File: config.mk
export PLATFORM = sky130hd
export DESIGN_NAME = ibsr_despeck
export DESIGN_NICKNAME = d
export VERILOG_FILES = /design/src/rtl/ibsr_pkg.sv /design/src/rtl/ibsr_despeck.sv
export SDC_FILE = /design/constraint.sdc
export NUM_CORES = 1
export LEC_CHECK = 0
export BUFFER_PORTS_ARGS = -buffer_cell sky130_fd_sc_hd__buf_4
export CAP_MARGIN = 20
export CORE_ASPECT_RATIO = 1.25
export CORE_MARGIN = 5
export CORE_UTILIZATION = 27
export DETAILED_ROUTE_END_ITERATION = 8
export PLACE_DENSITY = 0.46
export SLEW_MARGIN = 40
export SYNTH_ARGS = -nofsm -noshare
export SYNTH_HDL_FRONTEND = slang
export SYNTH_SLANG_ARGS = --single-unit
File: constraint.sdc
create_clock -name vclk -period 6.9
set_clock_uncertainty 0.1 [all_clocks]
set_input_delay 1.035 -clock vclk [all_inputs]
set_output_delay 1.035 -clock vclk [all_outputs]
set_load 0.005 [all_outputs]
File: src/rtl/ibsr_pkg.sv
// Shared types and constants for the bright speck removal block.
`timescale 1ns / 1ps

package ibsr_pkg;

    localparam int FRAME_WIDTH_W  = 11;
    localparam int FRAME_HEIGHT_W = 13;
    localparam int CFG_DATA_W     = 13;

    localparam int RESET_FRAME_WIDTH  = 640;
    localparam int RESET_FRAME_HEIGHT = 480;
    localparam int DEFAULT_MAX_WIDTH  = 1024;
    localparam int DEFAULT_MAX_HEIGHT = 4096;

    // Speck test thresholds on the red channel.
    localparam logic [7:0] LOW_LIMIT  = 8'd127;
    localparam logic [7:0] HIGH_LIMIT = 8'd128;

    // Divide by three: (sum * 171) >> 9 is exact for sums below 512.
    localparam logic [8:0] THIRD_MULT  = 9'd171;
    localparam int         THIRD_SHIFT = 9;

    // Counted items before the pass-one stream has a finished pixel.
    localparam logic [1:0] PRIME_COUNT = 2'd2;

    typedef enum logic [0:0] {
        CFG_FRAME_WIDTH  = 1'b0,
        CFG_FRAME_HEIGHT = 1'b1
    } cfg_index_t;

    typedef struct packed {
        logic [7:0] red;
        logic [7:0] green;
        logic [7:0] blue;
    } rgb_t;

    // Two rows of pass-one pixels at one column.
    typedef struct packed {
        rgb_t newer;
        rgb_t older;
    } rgb_pair_t;

    // Two rows of pass-two red at one column.
    typedef struct packed {
        logic [7:0] newer;
        logic [7:0] older;
    } red_pair_t;

endpackage

File: src/rtl/ibsr_despeck.sv
// Five-tap speck test and replacement on red values.
`timescale 1ns / 1ps

module ibsr_despeck
(
    input  logic [7:0] c0,
    input  logic [7:0] c1,
    input  logic [7:0] c2,
    input  logic [7:0] c3,
    input  logic [7:0] c4,
    output logic [7:0] result
);
    import ibsr_pkg::*;

    logic        lead_hit;
    logic        trail_hit;
    logic [8:0]  sum;
    logic [17:0] product;

    always_comb
    begin
        lead_hit  = (c0 < LOW_LIMIT) && (c1 < LOW_LIMIT) && (c2 > HIGH_LIMIT)
                    && (c3 < LOW_LIMIT);
        trail_hit = (c1 < LOW_LIMIT) && (c2 > HIGH_LIMIT) && (c3 < LOW_LIMIT)
                    && (c4 < LOW_LIMIT);
        if (lead_hit)
        begin
            sum = 9'(c0) + 9'(c1) + 9'(c3);
        end
        else
        begin
            sum = 9'(c1) + 9'(c3) + 9'(c4);
        end
        product = 18'(sum) * 18'(THIRD_MULT);
        result  = (lead_hit || trail_hit) ? product[THIRD_SHIFT +: 8] : c2;
    end

endmodule

-- Yosys cells after proc, flatten, opt, wreduce, memory -nomap -nowiden
Index checks and enable logic that the tools add are counted.
- register bits: 0
- output and inout port bits: 8
- logic and storage cells: 19
- $add $sub $neg: 4
- multiply operators: 1
- order comparisons: 5
- mux-type cells: 2
- reduce and logical (&&, ||, !) cells: 7
- operators by type and width (cell ; count):
    $lt 8x7->1 const B ; 4
    $add 8x8->9 ; 2
    $add 9x8->9 ; 2
    $mul 9x8->17 const B ; 1
    $mux 9 ; 1
    $gt 8x8->1 const B ; 1
    $mux 8 ; 1
    $logic_and 1x1->1 ; 6
    $logic_or 1x1->1 ; 1

-- Depth between registers and ports, before layout
- word-level depth: 7
- depth in mapped cells: 27
- mapped depth without buffers: 27

-- Worst setup path after synthesis
No wires, ideal clock.
- kind: input -> output
- start point: in c1[1]
- end point: out result[7]
- arrival: 6.245 ns
- setup slack: -0.480 ns
- stages: 27
- path buffers: 0
- cell sequence: inv_1 fa_1 inv_1 ha_1 fa_1 a21oi_1 nor2_1 nor2_1 o21bai_1 a21oi_1 xnor2_1 mux2i_1 inv_1 ha_1 fa_1 inv_1 fa_1 inv_1 ha_1 a21o_1 a21o_1 nand2_1 a21o_1 o21ai_2 o311ai_1 nand3_1 a31oi_1
- longest elaborated chain between the ends: 7
- RTL lines (element ; RTL line ; RTL):
    start: declaration ; ibsr_despeck.sv:7 ; input logic [7:0] c1,
    branches (longest 6 deep; another with $mul 9x8->17) ; n/a ;
    $mux 8 * ; ibsr_despeck.sv:35 ; result = (lead_hit || trail_hit) ? product[THIRD_SHIFT +: 8] : c2;
    end: declaration ; ibsr_despeck.sv:11 ; output logic [7:0] result
Every way passes the cells marked *.

-- Final worst setup path
- start point: in c0[1]
- end point: out result[6]
- longest elaborated chain between the ends: 7
- RTL lines (element ; RTL line ; RTL):
    start: declaration ; ibsr_despeck.sv:6 ; input logic [7:0] c0,
    branches (longest 6 deep; another with $mul 9x8->17) ; n/a ;
    $mux 8 * ; ibsr_despeck.sv:35 ;
Marked as above.

==> impl_metrics.toml <==
[cells_and_area]
ff_latch_area_um2 = 0
seq_cell_count = 0
num_antenna_cells = 0
final_nets = 538
area_growth_pct = 62.6
clkbuf_count = 0
drive_gt1_share_pct = 51.0
fillers = 933

[synthesis]
syn_inst = 278
ys_seq_area_share_pct = 0
synthesis.area_um2 = 2510
synth_nets = 408
yosys_warnings = 0
yosys.cell_types.count = 38
synth.avg_cell_area_um2 = 9.04

[route]
num_vias = 2390
avgRoutedWirePerCell_um = 13.9
drc = 0
drt.antenna.violating_nets = 0
wirelength_um = 7360
firstDrtPassIters = 4
drtIter0Drc = 46
viasPerCell = 4.52

[worst_setup_path]
start_kind = "primary input"
critPathArrivalTime_ps = 6340
slowest_delay_ps = 570
critPathKind = "primary input to output pin"
worstPathMaxFanout = 4
endpoint_kind = "output pin"
crit_path_frequent_cell = "fa_1"
required_ps = 5760
critPathSlowestCell = "fa_1"

[grt]
antenna_found_initial = 0
grt_pass1_vias = 2718
track_usage_pct = 13.7
grt_first_pass_wirelength_um = 12500
grt_overflow_total = 0
grt_max_degree = 8

[placement]
gp_congestion = 0.793
port_buffers = 48
hpwl_um = 6650
dp_slack_ps = -806

[timing]
worstMarginPinSlew_ps = 573
fmax_mhz = 134
rsz0062_at_grt = "yes"
period_needed_ps = 7470
setup_viol = 8
final-hold-violation-count = 0
fin_crit_sh_pct = 108
worst_slack_ps = -570
relSlewSlack_pct = 61.5
drv_slew = 0

[die]
coreArea_um2 = 9130
die_y_um = 118
die_w_um = 96.3
initial_core_util_pct = 27.5
rows = 39
dieArea_um2 = 11400
ioPinCount = 48

[flow_run]
drv_cap = 0

[status]
failed_checks = "negative setup slack"
outcome = "complete, but fails checks"

[worst_hold_path]
hold_class = "primary input to output pin"

[cts]
hold_buffers = 0
-- cells in the mapped netlist, types with 2 or more instances --
cell	n	area share, %
fa_1	32	25
o21a_1	2	0.60
inv_1	65	9.7
mux2i_1	3	1.2
xor2_1	3	1.0
xnor2_1	16	5.6
o21ai_0	4	0.80
o21bai_1	8	2.4
a21oi_1	15	3.0
ha_1	58	29
mux2_2	11	4.9
nor2_1	11	1.6
o211ai_1	2	0.60
a21o_1	8	2.4
nand4_1	4	1.0
nand2_1	5	0.75
nor3_1	2	0.40
or3_1	2	0.50
nand2b_1	2	0.50
nand3_1	7	1.4
-- metrics by stage --
stage	hold slack (ps)	instance area, µm²	instances	setup TNS (ps)	utilization (%)
after detailed placement	2280	3670	521	-5410	40.2
after floorplan	2040	2610	278	-358	-
after CTS	2270	3820	527	-4690	41.8
after global placement	2280	3660	520	-5110	40.1
after global routing	2280	4090	529	-5610	44.8
final	2270	4090	529	-3780	44.8
-- cells in the final DEF, fill, tap and decap left out, types with 2 or more instances in the layout --
| cell type | count |
|---|---|
| or4_4 | 2 |
| buf_4 | 118 |
| o21a_1 | 2 |
| nor2_2 | 3 |
| a21o_1 | 8 |
| o21bai_1 | 8 |
| xnor2_1 | 14 |
| ha_4 | 15 |
| o21ai_2 | 2 |
| nor2_1 | 8 |
| nand4_1 | 4 |
| mux2i_2 | 2 |
| xor2_1 | 2 |
| a21oi_2 | 8 |
| ha_2 | 2 |
| nor4_4 | 2 |
| buf_6 | 8 |
| o21ai_4 | 2 |
| o211ai_1 | 2 |
| fa_2 | 2 |
| inv_2 | 11 |
| mux2_2 | 6 |
| nand2b_1 | 2 |
| o31ai_2 | 2 |
| inv_1 | 52 |
| nand3_1 | 7 |
| nand2_1 | 4 |
| ha_1 | 41 |
| a21oi_1 | 6 |
| fa_1 | 30 |
| buf_8 | 2 |
| mux2_4 | 5 |
-- logic make-up after synthesis --
| group | Yosys count | share of synthesized area (%) |
|---|---|---|
| adder cells (fa/ha/maj) | 90 | 54.4 |
| buffers and inverters | 66 | 9.86 |
| AO/OA/AOI/OAI | 49 | 14.0 |
| AND/OR/NAND/NOR | 40 | 9.01 |
| XOR/XNOR | 19 | 6.62 |
| multiplexers | 14 | 6.12 |
-- critical path: cells and delay by family --
kind,cells,cell delay [ps]
buffers and inverters,9,600
muxes,2,470
adders and majority gates,7,2830
and+or+nand+nor,3,260
xor gates and xnor gates,2,210
AOI/OAI and AO/OA,6,950
-- what timing repair did --
action | in CTS | in global routing
setup buffers | 6 | 4
setup endpoints to repair | 8 | 8
gates resized for setup | 23 | 40
pin swaps | 26 | 35
-- path summary, 6_finish.rpt --
path                  start         to  slack (ps)  depth (start not counted)
worst max-delay path  c0[1]  result[6]        -570                         29
worst min-delay path  c2[6]  result[6]        2270                          3
-- layout make-up --
cell class         instances  area [µm²]  share of cell area, %
repair buffers           129        1010                   24.7
inverters                 65         254                   6.21
well taps                123         154                   3.76
multi-input cells        212        2670                   65.3
-- per-layer routing --
metal / up-vias / track usage, % / routed length (µm) / share of wire (%)
li1: 1194 / - / - / -
met1: 1156 / 15.2 / 2800 / 38
met2: 35 / 28.7 / 4320 / 59
met3: 5 / 0.512 / 147 / 2.0
met4: 0 / 0.175 / 91 / 1.2
met5: - / 0 / 0 / 0
Power is left out: the tool's default activity adds up to more than one toggle a clock period on the data nets, which glitch-free logic cannot reach.
